[src/rtl/core/tsc_pkg.sv]
// tsc_pkg: types, class codes and the fixed-string tables of the token stream classifier
// used by every module under rtl/core; depends on nothing

package tsc_pkg;

  // token classes as reported on the result word
  typedef enum logic [3:0] {
    CLS_OP     = 4'd0,
    CLS_RELOP  = 4'd1,
    CLS_PUNCT  = 4'd2,
    CLS_LDELIM = 4'd3,
    CLS_RDELIM = 4'd4,
    CLS_KEYWD  = 4'd5,
    CLS_DTYPE  = 4'd6,
    CLS_ASSIG  = 4'd7,
    CLS_IDENT  = 4'd8,
    CLS_ERROR  = 4'd9
  } tsc_class_e;

  // why the block stopped
  typedef enum logic [1:0] {
    HALT_PERIOD = 2'd0,
    HALT_EOI    = 2'd1,
    HALT_ERROR  = 2'd2
  } tsc_halt_e;

  typedef enum logic {
    KIND_TOKEN   = 1'b0,
    KIND_SUMMARY = 1'b1
  } tsc_kind_e;

  typedef enum logic {
    OP_CHAR = 1'b0,
    OP_EOI  = 1'b1
  } tsc_op_e;

  // input word
  typedef struct packed {
    tsc_op_e    operation;
    logic [7:0] ch;
  } tsc_in_word_t;

  // result word
  typedef struct packed {
    tsc_kind_e  result_kind;
    tsc_class_e token_class;
    logic       brackets_balanced;
    tsc_halt_e  halt_cause;
    logic       last;
  } tsc_out_word_t;

  // results produced by one item, first one first
  typedef struct packed {
    logic [1:0]    count;
    tsc_out_word_t first;
    tsc_out_word_t second;
  } tsc_push_t;

  localparam int unsigned NUM_FIXED = 25;
  localparam int unsigned IDX_BITS  = 5;
  localparam int unsigned POS_BITS  = 3;

  // fixed-string indexes that carry side effects
  localparam logic [IDX_BITS-1:0] IDX_PERIOD = 5'd12;
  localparam logic [IDX_BITS-1:0] IDX_LBRACE = 5'd13;
  localparam logic [IDX_BITS-1:0] IDX_LPAREN = 5'd14;
  localparam logic [IDX_BITS-1:0] IDX_RBRACE = 5'd15;
  localparam logic [IDX_BITS-1:0] IDX_RPAREN = 5'd16;

  // fixed strings, one byte per position, zero padded
  localparam logic [7:0] FIXED_TEXT [NUM_FIXED][8] = '{
    '{0: 8'h2b, default: 8'h00},                                         // +
    '{0: 8'h2d, default: 8'h00},                                         // -
    '{0: 8'h2f, default: 8'h00},                                         // /
    '{0: 8'h2a, default: 8'h00},                                         // *
    '{0: 8'h21, 1: 8'h3d, default: 8'h00},                               // !=
    '{0: 8'h3d, 1: 8'h3d, default: 8'h00},                               // ==
    '{0: 8'h3c, 1: 8'h3d, default: 8'h00},                               // <=
    '{0: 8'h3e, 1: 8'h3d, default: 8'h00},                               // >=
    '{0: 8'h3c, default: 8'h00},                                         // <
    '{0: 8'h3e, default: 8'h00},                                         // >
    '{0: 8'h3b, default: 8'h00},                                         // ;
    '{0: 8'h2c, default: 8'h00},                                         // ,
    '{0: 8'h2e, default: 8'h00},                                         // .
    '{0: 8'h7b, default: 8'h00},                                         // {
    '{0: 8'h28, default: 8'h00},                                         // (
    '{0: 8'h7d, default: 8'h00},                                         // }
    '{0: 8'h29, default: 8'h00},                                         // )
    '{0: 8'h69, 1: 8'h66, default: 8'h00},                               // if
    '{0: 8'h77, 1: 8'h68, 2: 8'h69, 3: 8'h6c, 4: 8'h65, default: 8'h00}, // while
    '{0: 8'h64, 1: 8'h6f, default: 8'h00},                               // do
    '{0: 8'h73, 1: 8'h77, 2: 8'h69, 3: 8'h74, 4: 8'h63, 5: 8'h68,
      default: 8'h00},                                                   // switch
    '{0: 8'h73, 1: 8'h68, 2: 8'h6f, 3: 8'h72, 4: 8'h74, default: 8'h00}, // short
    '{0: 8'h69, 1: 8'h6e, 2: 8'h74, default: 8'h00},                     // int
    '{0: 8'h6c, 1: 8'h6f, 2: 8'h6e, 3: 8'h67, default: 8'h00},           // long
    '{0: 8'h3d, default: 8'h00}                                          // =
  };

  localparam logic [POS_BITS-1:0] FIXED_LEN [NUM_FIXED] = '{
    3'd1, 3'd1, 3'd1, 3'd1, 3'd2, 3'd2, 3'd2, 3'd2, 3'd1, 3'd1, 3'd1, 3'd1, 3'd1,
    3'd1, 3'd1, 3'd1, 3'd1, 3'd2, 3'd5, 3'd2, 3'd6, 3'd5, 3'd3, 3'd4, 3'd1
  };

  localparam tsc_class_e FIXED_CLASS [NUM_FIXED] = '{
    CLS_OP, CLS_OP, CLS_OP, CLS_OP,
    CLS_RELOP, CLS_RELOP, CLS_RELOP, CLS_RELOP, CLS_RELOP, CLS_RELOP,
    CLS_PUNCT, CLS_PUNCT, CLS_PUNCT,
    CLS_LDELIM, CLS_LDELIM, CLS_RDELIM, CLS_RDELIM,
    CLS_KEYWD, CLS_KEYWD, CLS_KEYWD, CLS_KEYWD,
    CLS_DTYPE, CLS_DTYPE, CLS_DTYPE,
    CLS_ASSIG
  };

endpackage

[src/rtl/core/tsc_lexer.sv]
// tsc_lexer: token matcher state, bracket counters and halt flag; turns one word
// into zero, one or two result words. depends on tsc_pkg

module tsc_lexer #(
  parameter int unsigned COUNT_BITS = 16
) (
  input  logic                  clk_i,
  input  logic                  rst_ni,
  input  logic                  en_i,
  input  tsc_pkg::tsc_in_word_t word_i,
  output tsc_pkg::tsc_push_t    push_o
);

  localparam logic [COUNT_BITS-1:0] CntMax = {1'b0, {(COUNT_BITS-1){1'b1}}};
  localparam logic [COUNT_BITS-1:0] CntMin = {1'b1, {(COUNT_BITS-1){1'b0}}};
  localparam logic [COUNT_BITS-1:0] CntOne = COUNT_BITS'(1);

  logic [tsc_pkg::NUM_FIXED-1:0] mask_q, mask_d, keep;
  logic                          lower_q, lower_d;
  logic [tsc_pkg::POS_BITS-1:0]  len_q, len_d;
  logic [COUNT_BITS-1:0]         paren_q, paren_d, brace_q, brace_d;
  logic                          ovf_q, ovf_d;
  logic                          halted_q, halted_d;

  logic                          hit;
  logic [tsc_pkg::IDX_BITS-1:0]  hit_idx;
  tsc_pkg::tsc_class_e           hit_cls, cls;
  logic                          space, eoi, period, is_err;
  tsc_pkg::tsc_out_word_t        tok_word, sum_word;

  assign eoi   = (word_i.operation == tsc_pkg::OP_EOI);
  assign space = ((word_i.ch >= 8'd9) && (word_i.ch <= 8'd13)) || (word_i.ch == 8'd32);

  // per-string match of the incoming byte at the current position
  always_comb begin
    for (int i = 0; i < tsc_pkg::NUM_FIXED; i++) begin
      keep[i] = (len_q < tsc_pkg::FIXED_LEN[i]) &&
                (tsc_pkg::FIXED_TEXT[i][len_q] == word_i.ch);
    end
  end

  // fixed string that the pending token equals, if any
  always_comb begin
    hit     = 1'b0;
    hit_idx = '0;
    hit_cls = tsc_pkg::CLS_OP;
    for (int i = 0; i < tsc_pkg::NUM_FIXED; i++) begin
      if (mask_q[i] && (tsc_pkg::FIXED_LEN[i] == len_q)) begin
        hit     = 1'b1;
        hit_idx = tsc_pkg::IDX_BITS'(i);
        hit_cls = tsc_pkg::FIXED_CLASS[i];
      end
    end
  end

  assign cls    = hit ? hit_cls :
                  ((lower_q && (len_q != '0)) ? tsc_pkg::CLS_IDENT : tsc_pkg::CLS_ERROR);
  assign is_err = (len_q != '0) && (cls == tsc_pkg::CLS_ERROR);
  assign period = (len_q != '0) && hit && (hit_idx == tsc_pkg::IDX_PERIOD);

  // next state and result words
  always_comb begin
    mask_d   = mask_q;
    lower_d  = lower_q;
    len_d    = len_q;
    paren_d  = paren_q;
    brace_d  = brace_q;
    ovf_d    = ovf_q;
    halted_d = halted_q;
    sum_word = '0;

    tok_word                   = '0;
    tok_word.result_kind       = tsc_pkg::KIND_TOKEN;
    tok_word.token_class       = cls;
    tok_word.brackets_balanced = 1'b0;
    tok_word.halt_cause        = is_err ? tsc_pkg::HALT_ERROR : tsc_pkg::HALT_PERIOD;
    tok_word.last              = 1'b0;

    push_o        = '0;
    push_o.count  = 2'd0;
    push_o.first  = tok_word;
    push_o.second = tok_word;

    if (en_i && !halted_q) begin
      if (eoi || space) begin
        // token ends: counters move with the matched delimiter
        if (len_q != '0 && hit) begin
          if (hit_idx == tsc_pkg::IDX_LPAREN) begin
            if (paren_q == CntMax) ovf_d = 1'b1;
            else paren_d = paren_q + CntOne;
          end
          if (hit_idx == tsc_pkg::IDX_RPAREN) begin
            if (paren_q == CntMin) ovf_d = 1'b1;
            else paren_d = paren_q - CntOne;
          end
          if (hit_idx == tsc_pkg::IDX_LBRACE) begin
            if (brace_q == CntMax) ovf_d = 1'b1;
            else brace_d = brace_q + CntOne;
          end
          if (hit_idx == tsc_pkg::IDX_RBRACE) begin
            if (brace_q == CntMin) ovf_d = 1'b1;
            else brace_d = brace_q - CntOne;
          end
        end
        mask_d  = '1;
        lower_d = 1'b1;
        len_d   = '0;
        if (len_q != '0) begin
          push_o.count = 2'd1;
          push_o.first = tok_word;
        end
        if (is_err) begin
          halted_d = 1'b1;
        end
        // summary closes the stream
        sum_word                   = '0;
        sum_word.result_kind       = tsc_pkg::KIND_SUMMARY;
        sum_word.token_class       = tsc_pkg::CLS_OP;
        sum_word.brackets_balanced = (paren_d == '0) && (brace_d == '0) && !ovf_d;
        sum_word.halt_cause        = period ? tsc_pkg::HALT_PERIOD : tsc_pkg::HALT_EOI;
        sum_word.last              = 1'b1;
        if (!is_err && (eoi || period)) begin
          halted_d = 1'b1;
          if (len_q != '0) begin
            push_o.count  = 2'd2;
            push_o.second = sum_word;
          end else begin
            push_o.count = 2'd1;
            push_o.first = sum_word;
          end
        end else begin
          push_o.first.last = 1'b1;
        end
      end else begin
        // token character
        mask_d = mask_q & keep;
        if ((word_i.ch < 8'h61) || (word_i.ch > 8'h7a)) lower_d = 1'b0;
        if (len_q != '1) len_d = len_q + 3'd1;
      end
    end
  end

  always_ff @(posedge clk_i or negedge rst_ni) begin
    if (!rst_ni) begin
      mask_q   <= '1;
      lower_q  <= 1'b1;
      len_q    <= '0;
      paren_q  <= '0;
      brace_q  <= '0;
      ovf_q    <= 1'b0;
      halted_q <= 1'b0;
    end else begin
      mask_q   <= mask_d;
      lower_q  <= lower_d;
      len_q    <= len_d;
      paren_q  <= paren_d;
      brace_q  <= brace_d;
      ovf_q    <= ovf_d;
      halted_q <= halted_d;
    end
  end

endmodule

[src/rtl/core/tsc_result_fifo.sv]
// tsc_result_fifo: four-entry result queue, takes up to two words per cycle and
// hands out one; depends on tsc_pkg

module tsc_result_fifo (
  input  logic                   clk_i,
  input  logic                   rst_ni,
  input  tsc_pkg::tsc_push_t     push_i,
  output logic                   room_o,
  output logic                   out_valid_o,
  input  logic                   out_stall_i,
  output tsc_pkg::tsc_out_word_t out_word_o
);

  tsc_pkg::tsc_out_word_t mem_q [4];
  logic [1:0] rd_q, rd_d, wr_q, wr_d, wr_nxt;
  logic [2:0] cnt_q, cnt_d;
  logic       pop;

  assign out_valid_o = (cnt_q != 3'd0);
  assign out_word_o  = mem_q[rd_q];
  assign pop         = out_valid_o && !out_stall_i;
  // room for the largest burst one word can cause
  assign room_o      = (cnt_q <= 3'd2);
  assign wr_nxt      = wr_q + 2'd1;

  // pointer and fill count update
  always_comb begin
    rd_d  = pop ? rd_q + 2'd1 : rd_q;
    wr_d  = wr_q + push_i.count;
    cnt_d = cnt_q + {1'b0, push_i.count} - {2'b00, pop};
  end

  // storage
  always_ff @(posedge clk_i) begin
    if (push_i.count != 2'd0) mem_q[wr_q] <= push_i.first;
    if (push_i.count == 2'd2) mem_q[wr_nxt] <= push_i.second;
  end

  always_ff @(posedge clk_i or negedge rst_ni) begin
    if (!rst_ni) begin
      rd_q  <= '0;
      wr_q  <= '0;
      cnt_q <= '0;
    end else begin
      rd_q  <= rd_d;
      wr_q  <= wr_d;
      cnt_q <= cnt_d;
    end
  end

endmodule

[src/rtl/core/token_stream_classifier_top.sv]
// token_stream_classifier_top: input register, lexer and result queue
// depends on tsc_pkg, tsc_lexer and tsc_result_fifo

// Byte-stream lexer: one character word per cycle, whitespace (9 to 13, 32)
// ends a token, and each finished token yields a class word. A period token or
// an end-of-input word adds a bracket balance summary and stops the block; an
// error token stops it too, and only reset starts it again. An input word is
// registered, then classified combinationally and written into a four-entry
// result queue, so the sustained rate is one word per cycle; the input stalls
// only while the queue holds three or more words, which happens only when the
// output side stalls. A result word passes the input register and the queue
// storage before it is valid, and is taken at an edge with no output stall.

module token_stream_classifier_top #(
  parameter int unsigned COUNT_BITS = 16
) (
  input  logic                   clk_i,
  input  logic                   rst_ni,
  input  logic                   in_valid_i,
  output logic                   in_stall_o,
  input  tsc_pkg::tsc_in_word_t  in_word_i,
  output logic                   out_valid_o,
  input  logic                   out_stall_i,
  output tsc_pkg::tsc_out_word_t out_word_o
);

  logic                  in_valid_q;
  tsc_pkg::tsc_in_word_t in_word_q;
  logic                  room;
  tsc_pkg::tsc_push_t    push;

  // held word waits while the queue is near full
  assign in_stall_o = in_valid_q && !room;

  always_ff @(posedge clk_i or negedge rst_ni) begin
    if (!rst_ni) begin
      in_valid_q <= 1'b0;
    end else if (!in_stall_o) begin
      in_valid_q <= in_valid_i;
    end
  end

  always_ff @(posedge clk_i) begin
    if (!in_stall_o) in_word_q <= in_word_i;
  end

  // classification
  tsc_lexer #(
    .COUNT_BITS(COUNT_BITS)
  ) u_lexer (
    .clk_i  (clk_i),
    .rst_ni (rst_ni),
    .en_i   (in_valid_q && room),
    .word_i (in_word_q),
    .push_o (push)
  );

  // result queue
  tsc_result_fifo u_fifo (
    .clk_i       (clk_i),
    .rst_ni      (rst_ni),
    .push_i      (push),
    .room_o      (room),
    .out_valid_o (out_valid_o),
    .out_stall_i (out_stall_i),
    .out_word_o  (out_word_o)
  );

endmodule
[config.mk]
export PLATFORM = sky130hd
export DESIGN_NAME = token_stream_classifier_top
export DESIGN_NICKNAME = d
export VERILOG_FILES = /design/src/rtl/core/tsc_pkg.sv /design/src/rtl/core/tsc_lexer.sv /design/src/rtl/core/tsc_result_fifo.sv /design/src/rtl/core/token_stream_classifier_top.sv
export SDC_FILE = /design/constraint.sdc
export NUM_CORES = 1
export LEC_CHECK = 0
export ABC_AREA = 0
export CORE_MARGIN = 1
export CORE_UTILIZATION = 59
export DETAILED_ROUTE_END_ITERATION = 10
export DONT_BUFFER_PORTS = 1
export PLACE_DENSITY = 0.75
export SLEW_MARGIN = 10
export SYNTH_ARGS = -nofsm -noshare
export SYNTH_HDL_FRONTEND = slang
export SYNTH_SLANG_ARGS = --single-unit
[constraint.sdc]
create_clock -name clk_i -period 4.8 [get_ports clk_i]
set_clock_uncertainty 0.05 [all_clocks]
set_input_delay 0.24 -clock clk_i [delete_from_list [all_inputs] [get_ports clk_i]]
set_output_delay 0.24 -clock clk_i [all_outputs]
set_load 0.01 [all_outputs]
Yosys cells after proc, flatten, opt, wreduce, memory -nomap -nowiden:

Memory sizes are Yosys's and may differ from the RTL's.
Index checks and enable logic that the tools add are counted.

* output and inout port bits: 11
* input bits: 13
* register bits: 80
* RAM bits: 36
* memory bits (read-only): 1600
* memories: 26

* bitwise gates (word level): 2
* muxes and demuxes: 169
* order comparisons: 12
* eq/ne operators: 44
* add/subtract/negate cells: 10
* reductions and logical operators: 83

Memories
* (no name shown): words 8, width 8, read ports 1, clocked after memory_dff 0, wr ports 0, RTL line tsc_lexer.sv:38 `(tsc_pkg::FIXED_TEXT[i][len_q] == word_i.ch);`
* (no name shown): words 8, width 8, read ports 1, clocked after memory_dff 0, wr ports 0, RTL line tsc_lexer.sv:38
* (no name shown): words 8, width 8, read ports 1, clocked after memory_dff 0, wr ports 0, RTL line tsc_lexer.sv:38
* (no name shown): words 8, width 8, read ports 1, clocked after memory_dff 0, wr ports 0, RTL line tsc_lexer.sv:38
* (no name shown): words 8, width 8, read ports 1, clocked after memory_dff 0, wr ports 0, RTL line tsc_lexer.sv:38
* (no name shown): words 8, width 8, read ports 1, clocked after memory_dff 0, wr ports 0, RTL line tsc_lexer.sv:38
* 20 more memories

Operators by type and width (number)
* $mux 8: 50
* $mux 16: 14
* $eq 8x8->1: 25
* $logic_and 1x1->1: 62
* $mux 1: 54
* $mux 3: 16
* $mux 5: 9
* $mux 20: 2
* $mux 4: 9
* $add 16x1->16 const B: 2
* $eq 16x15->1 const B: 2
* $eq 16x16->1 const B: 2
* $logic_not 16->1: 2
* $sub 16x1->16 const B: 2
* $mux 9: 3
* $and 25x25->25: 1
* $mux 25: 1
* $eq 5x4->1 const B: 4
* $mux 10: 2
* $mux 2: 9
* $eq 3x3->1 const A: 3
* $lt 3x3->1 const B: 3
* $eq 8x6->1 const B: 1
* $ge 8x4->1 const B: 1
* 25 further kinds: 41

Longest topological paths before layout:

Gate-level depths: netlist (run 1).

* depth after elaboration: 46
* mapped depth: 21
* gate-level depth less buffers: 17

By module:

A second synthesis (run 1) with hierarchy kept.

* cell total of the unflattened synthesis: 1009
* area, all modules: 8833.5 sq um

Modules (own cells, without submodules)
* tsc_lexer: times used 1, seq. area each 1609.0 sq um, area an instance 6332.3 sq um, cells each 867
* tsc_result_fifo: times used 1, seq. area each 1256.2 sq um, area an instance 2173.3 sq um, cells each 128
* token_stream_classifier_top: times used 1, seq. area each 295.3 sq um, area an instance 327.8 sq um, cells each 14

Worst setup path before layout (run 1):

Ideal clock, no wire load.

* path type: register to register
* from: register u_lexer.len_q[1] in the netlist's numbering
* to: memory u_fifo.mem_q[3][3] in the netlist's numbering, data pin
* period minus slack after synthesis: 4657 ps
* buffers on the path: 6
* slack: 143 ps
* stages on the path, launching flop included: 21
* arrival: 4349 ps
* required time: 4492 ps
* cell sequence: dfrtp_1 > clkbuf_1 > inv_1 > ha_1 > buf_1 > nand3b_1 > and4_1 > and3_1 > clkbuf_1 > a21oi_1 > buf_2 > buf_1 > a31oi_1 > nor2_1 > ha_1 > nand2_1 > or4b_2 > clkbuf_1 > nand2_1 > o21ai_0 > nor3b_1

RTL lines
* start: declaration: RTL line tsc_lexer.sv:20 `logic [tsc_pkg::POS_BITS-1:0] len_q, len_d;`
* start signal: assignment: RTL line tsc_lexer.sv:155 `len_q <= len_d;`
* end: declaration: RTL line tsc_result_fifo.sv:14 `tsc_pkg::tsc_out_word_t mem_q [4];`

==> reports/results.txt, run 1 <==
Required time worst endpoint: 5000 ps
Cell Count Post-Placement: 1,158
PortBufs: 0
Routed len/inst: 19.9 um
Clock tree from TritonCTS: built
CP Capture Type: register
Detailed Routing Iterations Pass 1: 6
Clk pwr share: 18.4%
Cell count after synthesis: 995
Logic pwr share: 54.5%
Flop pwr share: 27.1%
Syn Area/Cell: 8.64 um2
Avg Vias per Cell: 6.71
Pint: 3680 uW
# diodes: 0
Initial antenna violation count: 0
DR iter-0 viols: 1,244
DRC Markers: 0
Fraction of layout cells with a size suffix above 1: 16.2%
Clock-pin slew on the worst setup and hold paths: 60 ps
Post-Syn Nets: 1,031
Unrepaired setup endpoints after global routing: no
Register area share after synthesis: 36.8%
Clock Root Buffer: clkbuf_16
Sw Share: 46.8%
Filler cells: 1,089
Critical Path Most Common Cell: nand2_1
Worst-Margin Slew: 962 ps
Period minus WS final: 4630 ps
Antenna viol nets, final: 0
Leakage power: 0.00383 uW
Layout Cells excl Fill: 1,205
Die W: 123 um
Slew Limit Fails: 0
Worst hold path type: input port to asynchronous set/reset pin
Status: finished, final reports clean
Synth Flop Type: edfxtp_1
Number of global-route vias before repair: 7,448
EDFF count, synth: 45
Area Overhead vs Synth: 12.4%
Worst rel slew slack: 34.2%
CP cell instances: nor4_1, nand2_1, nor3_1, nand2_1, nand2_1, a2bb2oi_1, o311ai_1, or4_1, or4b_1, or4_4, nor3b_1
Grt ovf: 0
Crit-path slowest cell: nor4_1
Slowest stage delay, CP: 820 ps
First-pass GRT wire length: 38.8 mm
Clk_lat worst skew: 430 ps
Total wire length: 24.0 mm
Largest net degree at the start of global routing: 72
Layout Nets: 1,048
Site Rows: 43
Final TNS setup: 0 ps
Reg2reg path depth: 11
Synth warn: 0
Gp weighted congestion: 0.954
Starting density of the core: 61.2%
Tcrit/Tclk final: 96.5%
Yosys reg bits: 116
FFs w/ async S/R, synth: 61.2%
Max Freq: 0.216 GHz
Switching power: 3230 uW
GRT Util Overall: 33.4%
Cts bufs inserted: 17
H-tree levels: 4
Detailed placement HPWL: 16.6 mm
Vias: 8,086
Critical path type: register to register
Yosys cell types: 91
# setup viols final: 0
Die ar.: 15,100 um2
CP Launch Type: register
Mapped Area: 8600 um2
IR drop worst, VDD: 484 uV
Critical path arrival: 4830 ps
Chip height: 123 um
CTS max path bufs: 2
TritonCTS sink count: 116
Pwr per Cell Area: 715 nW/um2
CORE AREA: 14,000 um2
Max-cap check violation count: 0
Fin. Hold Viols: 0
Max FO, Critical Path: 8
I/O pin count: 24
[placed cells by master, fill, tap and decap left out, types with 17 or more instances in the layout]
cell and instances:
ha_1 22, a31oi_1 19, xnor2_1 40, nor3_1 42
a21oi_1 39, edfxtp_1 45, xor2_1 23, o21ai_0 76
clkbuf_16 17, nor2_1 87, dfrtp_1 45, buf_4 55
or3_1 19, dfstp_2 26, nand2_1 112, inv_1 24
nand3_1 40, nor4_1 18
[worst max-delay path, delay by kind of cell (launching register included)]
kind | cells | cell delay [ps]
flip-flops | 1 | 470
AO/OA/AOI/OAI | 2 | 350
AND/OR/NAND/NOR | 9 | 3560
[synth_stat cells, drive strengths merged (5+ instances only)]
cell type  number  area [um2]
a211oi         10        80.1
nand3          41         210
mux2i           7        70.1
buf            13        70.1
nor4           19         119
edfxtp         45        1350
or2             6        37.5
nor3b          10        75.1
inv            25        93.8
nor2           87         327
or3            23         153
a21o            6        46.3
nand2         115         442
a2111oi         5        43.8
dfstp          26         683
o21ai          86         438
clkbuf         57         275
ha             22         275
o211ai          8        60.1
dfrtp          45        1130
nand4          11        68.8
mux4            9         203
nand4b          6        67.6
and3           15        95.1
nor3           44         220
xor2           23         201
or4            14         121
and2            6        37.5
xnor2          40         350
a21oi          41         209
a31oi          19         119
o21a            6        45.0
nand2b          7        43.8
nor2b           8        50.1
o22ai           9        56.3
[metal layers]
metal	routed length, um	up-vias	global-route usage (%)	share of wire, %
met5	0	-	0	0
met2	10800	462	51.1	45
li1	-	3726	-	-
met1	10400	3836	46.7	43
met4	490	0	9.38	2.0
met3	2300	62	8.32	9.6
[worst paths after layout]
path / endpoint / from / slack (ps)
hold reg to reg: u_lexer.mask_q[0] / u_lexer.mask_q[0] / 430
min in group clk_i: in_word_q[6] / in_word_i[6] / 380
max in group asynchronous: u_lexer.mask_q[22] / rst_ni / 4000
setup reg to reg: u_fifo.mem_q[2][3] / u_lexer.paren_q[3] / 170
hold / removal: u_fifo.rd_q[1] / rst_ni / 290
setup / recovery: u_fifo.mem_q[2][3] / u_lexer.paren_q[3] / 170
[metrics by stage]
stage,utilization (%),hold slack (ps),setup slack [ps],power (uW),instance area (um2)
finish,68.8,286,169,6910,9660
global route,68.8,334,12.0,7340,9660
CTS,68.4,326,42.3,6750,9600
detailed placement,63.2,-104,78.0,5430,8870
global placement,63.2,-104,151,5380,8870
floorplan,-,-106,143,4420,8600
[power by group through the flow]
stage / Sequential (uW) / Combinational [uW] / Clock (uW)
final: 1870 / 3770 / 1270
after global routing: 1920 / 4090 / 1330
after CTS: 1860 / 3610 / 1270
after detailed placement: 1870 / 3550 / 0
after global placement: 1870 / 3510 / 0
after floorplan: 1620 / 2810 / 0
[cell type report]
class,instances,area (um2),share of cell area [%]
clock buffer,18,429,4.44
clock inverter,14,154,1.59
timing repair buffer,68,561,5.80
tap,180,225,2.33
sequential,116,3160,32.7
inverter,26,97.6,1.01
multi-input combinational,783,5030,52.1
[sequential cells by signal, summed over array words and instances (netlist names)]
name,count
in_valid_q,1
in_word_q,9
u_fifo.cnt_q,3
u_fifo.mem_q,36
u_fifo.rd_q,2
u_fifo.wr_q,2
u_lexer.brace_q,16
u_lexer.halted_q,1
u_lexer.len_q,3
u_lexer.lower_q,1
u_lexer.mask_q,25
u_lexer.ovf_q,1
u_lexer.paren_q,16
[what timing repair did]
action                                  4_1_cts  5_1_grt
endpoints found under the hold margin        83        0
gates resized for setup                       0       13
hold buffers                                 13        0
setup buffers                                 0        2
endpoints found under the setup margin        0        4
[logic make-up after synthesis]
group / after synthesis / synth area share, %
compound gates: 249 / 18.8
xor+xnor: 63 / 6.42
fa+ha+maj: 23 / 3.44
buf+inv: 96 / 5.15
flops: 116 / 36.8
mux: 19 / 3.57
simple gates: 429 / 25.9
No activity file was read; power rests on OpenSTA's default activity.
==> run 2: changes to the inputs <==
--- a/config.mk
+++ b/config.mk
@@ -7,10 +7,10 @@
 export LEC_CHECK = 0
 export ABC_AREA = 0
 export CORE_MARGIN = 1
-export CORE_UTILIZATION = 59
+export CORE_UTILIZATION = 49
 export DETAILED_ROUTE_END_ITERATION = 10
 export DONT_BUFFER_PORTS = 1
-export PLACE_DENSITY = 0.75
+export PLACE_DENSITY = 0.63
 export SLEW_MARGIN = 10
 export SYNTH_ARGS = -nofsm -noshare
 export SYNTH_HDL_FRONTEND = slang
==> run 2 against run 1 <==
Net effect:
- first-iteration DRC count shrank 35%
- sequential share of layout area shrank 0.16 points
- combinational power is essentially flat
- non-clock buffer count grew 3
- die area grew 20%
- setup slack gained 36 ps
- register-to-register slack gained 40 ps
- count of clock-buffer cells in the layout shrank 1
- utilization shrank 12 points
- worst hold slack lost 280 ps
- cell count grew 4.0%
- clock power is essentially flat
- critical endpoint unchanged
- highest routed layer unchanged
==> reports/results.txt, run 2 (synthesized netlist as in run 1, its figures left out) <==
Status: finished, final reports clean
TritonCTS sink count: 116
CTS max path bufs: 2
I/O pin count: 24
CP Capture Type: register
Clock Root Buffer: clkbuf_16
Vias: 7,894
Critical path type: register to register
R2R setup slack: 210 ps
CP Launch Type: register
Total wire length: 25.1 mm
Top reg by flops: u_fifo.mem_q
Pwr per Cell Area: 709 nW/um2
DR iter-0 viols: 810
DRC Markers: 0
Commonest non-fill, non-tap cell in the layout: nand2_1
Detailed placement HPWL: 18.0 mm
Largest net degree at the start of global routing: 72
Reg2reg path depth: 13
CP startpoint: u_lexer.len_q[0]
Critical path arrival: 4800 ps
Worst-Margin Slew: 984 ps
# diodes: 0
Clock-pin slew on the worst setup and hold paths: 60 ps
RR Endpoint: u_fifo.mem_q[2][3]
Commonest cells after routing, fill and taps aside: nand2_1 (112), nor2_1 (87), o21ai_0 (77), buf_4 (59)
Final TNS setup: 0 ps
Antenna viol nets, final: 0
Fin. Hold Viols: 0
Routed len/inst: 20.0 um
# setup viols final: 0
Critical path endpoint: u_fifo.mem_q[2][3]
Period minus WS final: 4590 ps
Detailed Routing Iterations Pass 1: 5
Layout Nets: 1,051
Filler cells: 1,542
Avg Vias per Cell: 6.30
Unrepaired setup endpoints after global routing: no
Largest register FFs: 36
IR drop worst, VDD: 361 uV
Slew Limit Fails: 0
Max-cap check violation count: 0
Fraction of layout cells with a size suffix above 1: 16.2%
Setup ws final: 205 ps
GRT Util Overall: 29.2%
Site Rows: 48
Largest registers: u_fifo.mem_q (36), u_lexer.mask_q (25)
Die ar.: 18,100 um2
Grt ovf: 0
R2R Path Start: u_lexer.len_q[0]
Initial antenna violation count: 0
Area Overhead vs Synth: 13.0%
Leakage power: 0.00384 uW
Number of global-route vias before repair: 7,358
Required time worst endpoint: 5010 ps
Final core utilization: 56.3%
H-tree levels: 4
Clock tree from TritonCTS: built
Clk_lat worst skew: 440 ps
Worst hold path type: input port to register
Tcrit/Tclk final: 95.7%
Starting density of the core: 49.9%
Max Freq: 0.218 GHz
Pre-CTS setup slack: 231 ps
Cts bufs inserted: 17
First-pass GRT wire length: 40.9 mm
Gp weighted congestion: 0.946
# Post-CTS Setup Buffers: 0
Die W: 134 um
Max FO, Critical Path: 8
PortBufs: 0
CORE AREA: 17,200 um2
Worst rel slew slack: 32.7%
Chip height: 134 um
run 2: cell count changes in the layout (fill, tap and decap cells not counted), sizes merged:
cell / before / now
clkinv: 8 / 1
dlygate4sd3: 12 / 11
clkinvlp: 2 / 4
bufinv: 2 / 1
buf: 56 / 60
inv: 28 / 35
clkbuf: 18 / 17
run 2: what timing repair did:
| action | CTS | global route |
|---|---|---|
| setup endpoints to repair | 0 | 6 |
| hold buffers | 12 | 0 |
| hold endpoints to repair | 81 | 0 |
| resized for setup | 0 | 5 |
run 2: cell type report:
| cell class | count | area, um2 | share of cell area, % |
|---|---|---|---|
| Clock inverter | 15 | 160 | 1.65 |
| Timing Repair Buffer | 71 | 581 | 5.98 |
| Clock buffer | 17 | 425 | 4.38 |
| Tap cell | 225 | 282 | 2.90 |
| Inverter | 26 | 97.6 | 1.01 |
| Multi-Input combinational cell | 783 | 5000 | 51.5 |
| Sequential cell | 116 | 3160 | 32.5 |
run 2: critical path, stage by stage (launching register included):
cell and delay, ps:
dfrtp_1 400, inv_1 70, ha_1 280, a22o_1 270
a221o_1 330, or3_1 400, buf_4 180, a211oi_2 410
nand2_2 180, nor3_1 280, o311ai_0 200, or4_2 650
or4_4 480, nor3b_1 230
run 2: metrics by stage:
step	cells	hold slack (ps)	instance area, um2	total power (uW)
floorplan	995	-106	8600	4420
finish	1253	5.65	9710	6880
global route	1253	10.7	9710	7340
detailed placement	1209	-103	8970	5500
global placement	1209	-104	8970	5480
CTS	1253	5.83	9700	6820
run 2: how the worst min path moves through the flow:
stage / cells after the start / to / slack (ps) / start
detailed placement: 0 / u_lexer.paren_q[1] / -100 / rst_ni
floorplan: 0 / in_valid_q / -110 / rst_ni
finish: 3 / u_fifo.rd_q[1] / 6 / out_stall_i
CTS: 2 / u_fifo.rd_q[0] / 6 / out_stall_i
global placement: 0 / u_lexer.paren_q[1] / -100 / rst_ni
global route: 2 / u_fifo.rd_q[0] / 10 / out_stall_i
run 2: where the power goes:
group	internal (uW)	switching (uW)
combinational	1480	2320
clock	736	545
sequential	1430	374
total	3650	3240
run 2: per-layer routing:
layer / vias up / GRT usage (%) / part of all wire (%)
met5: - / 0 / 0
met4: 0 / 8.49 / 1.8
met3: 50 / 6.05 / 7.4
met2: 340 / 45.1 / 46
met1: 3783 / 41.0 / 45
li1: 3721 / - / -
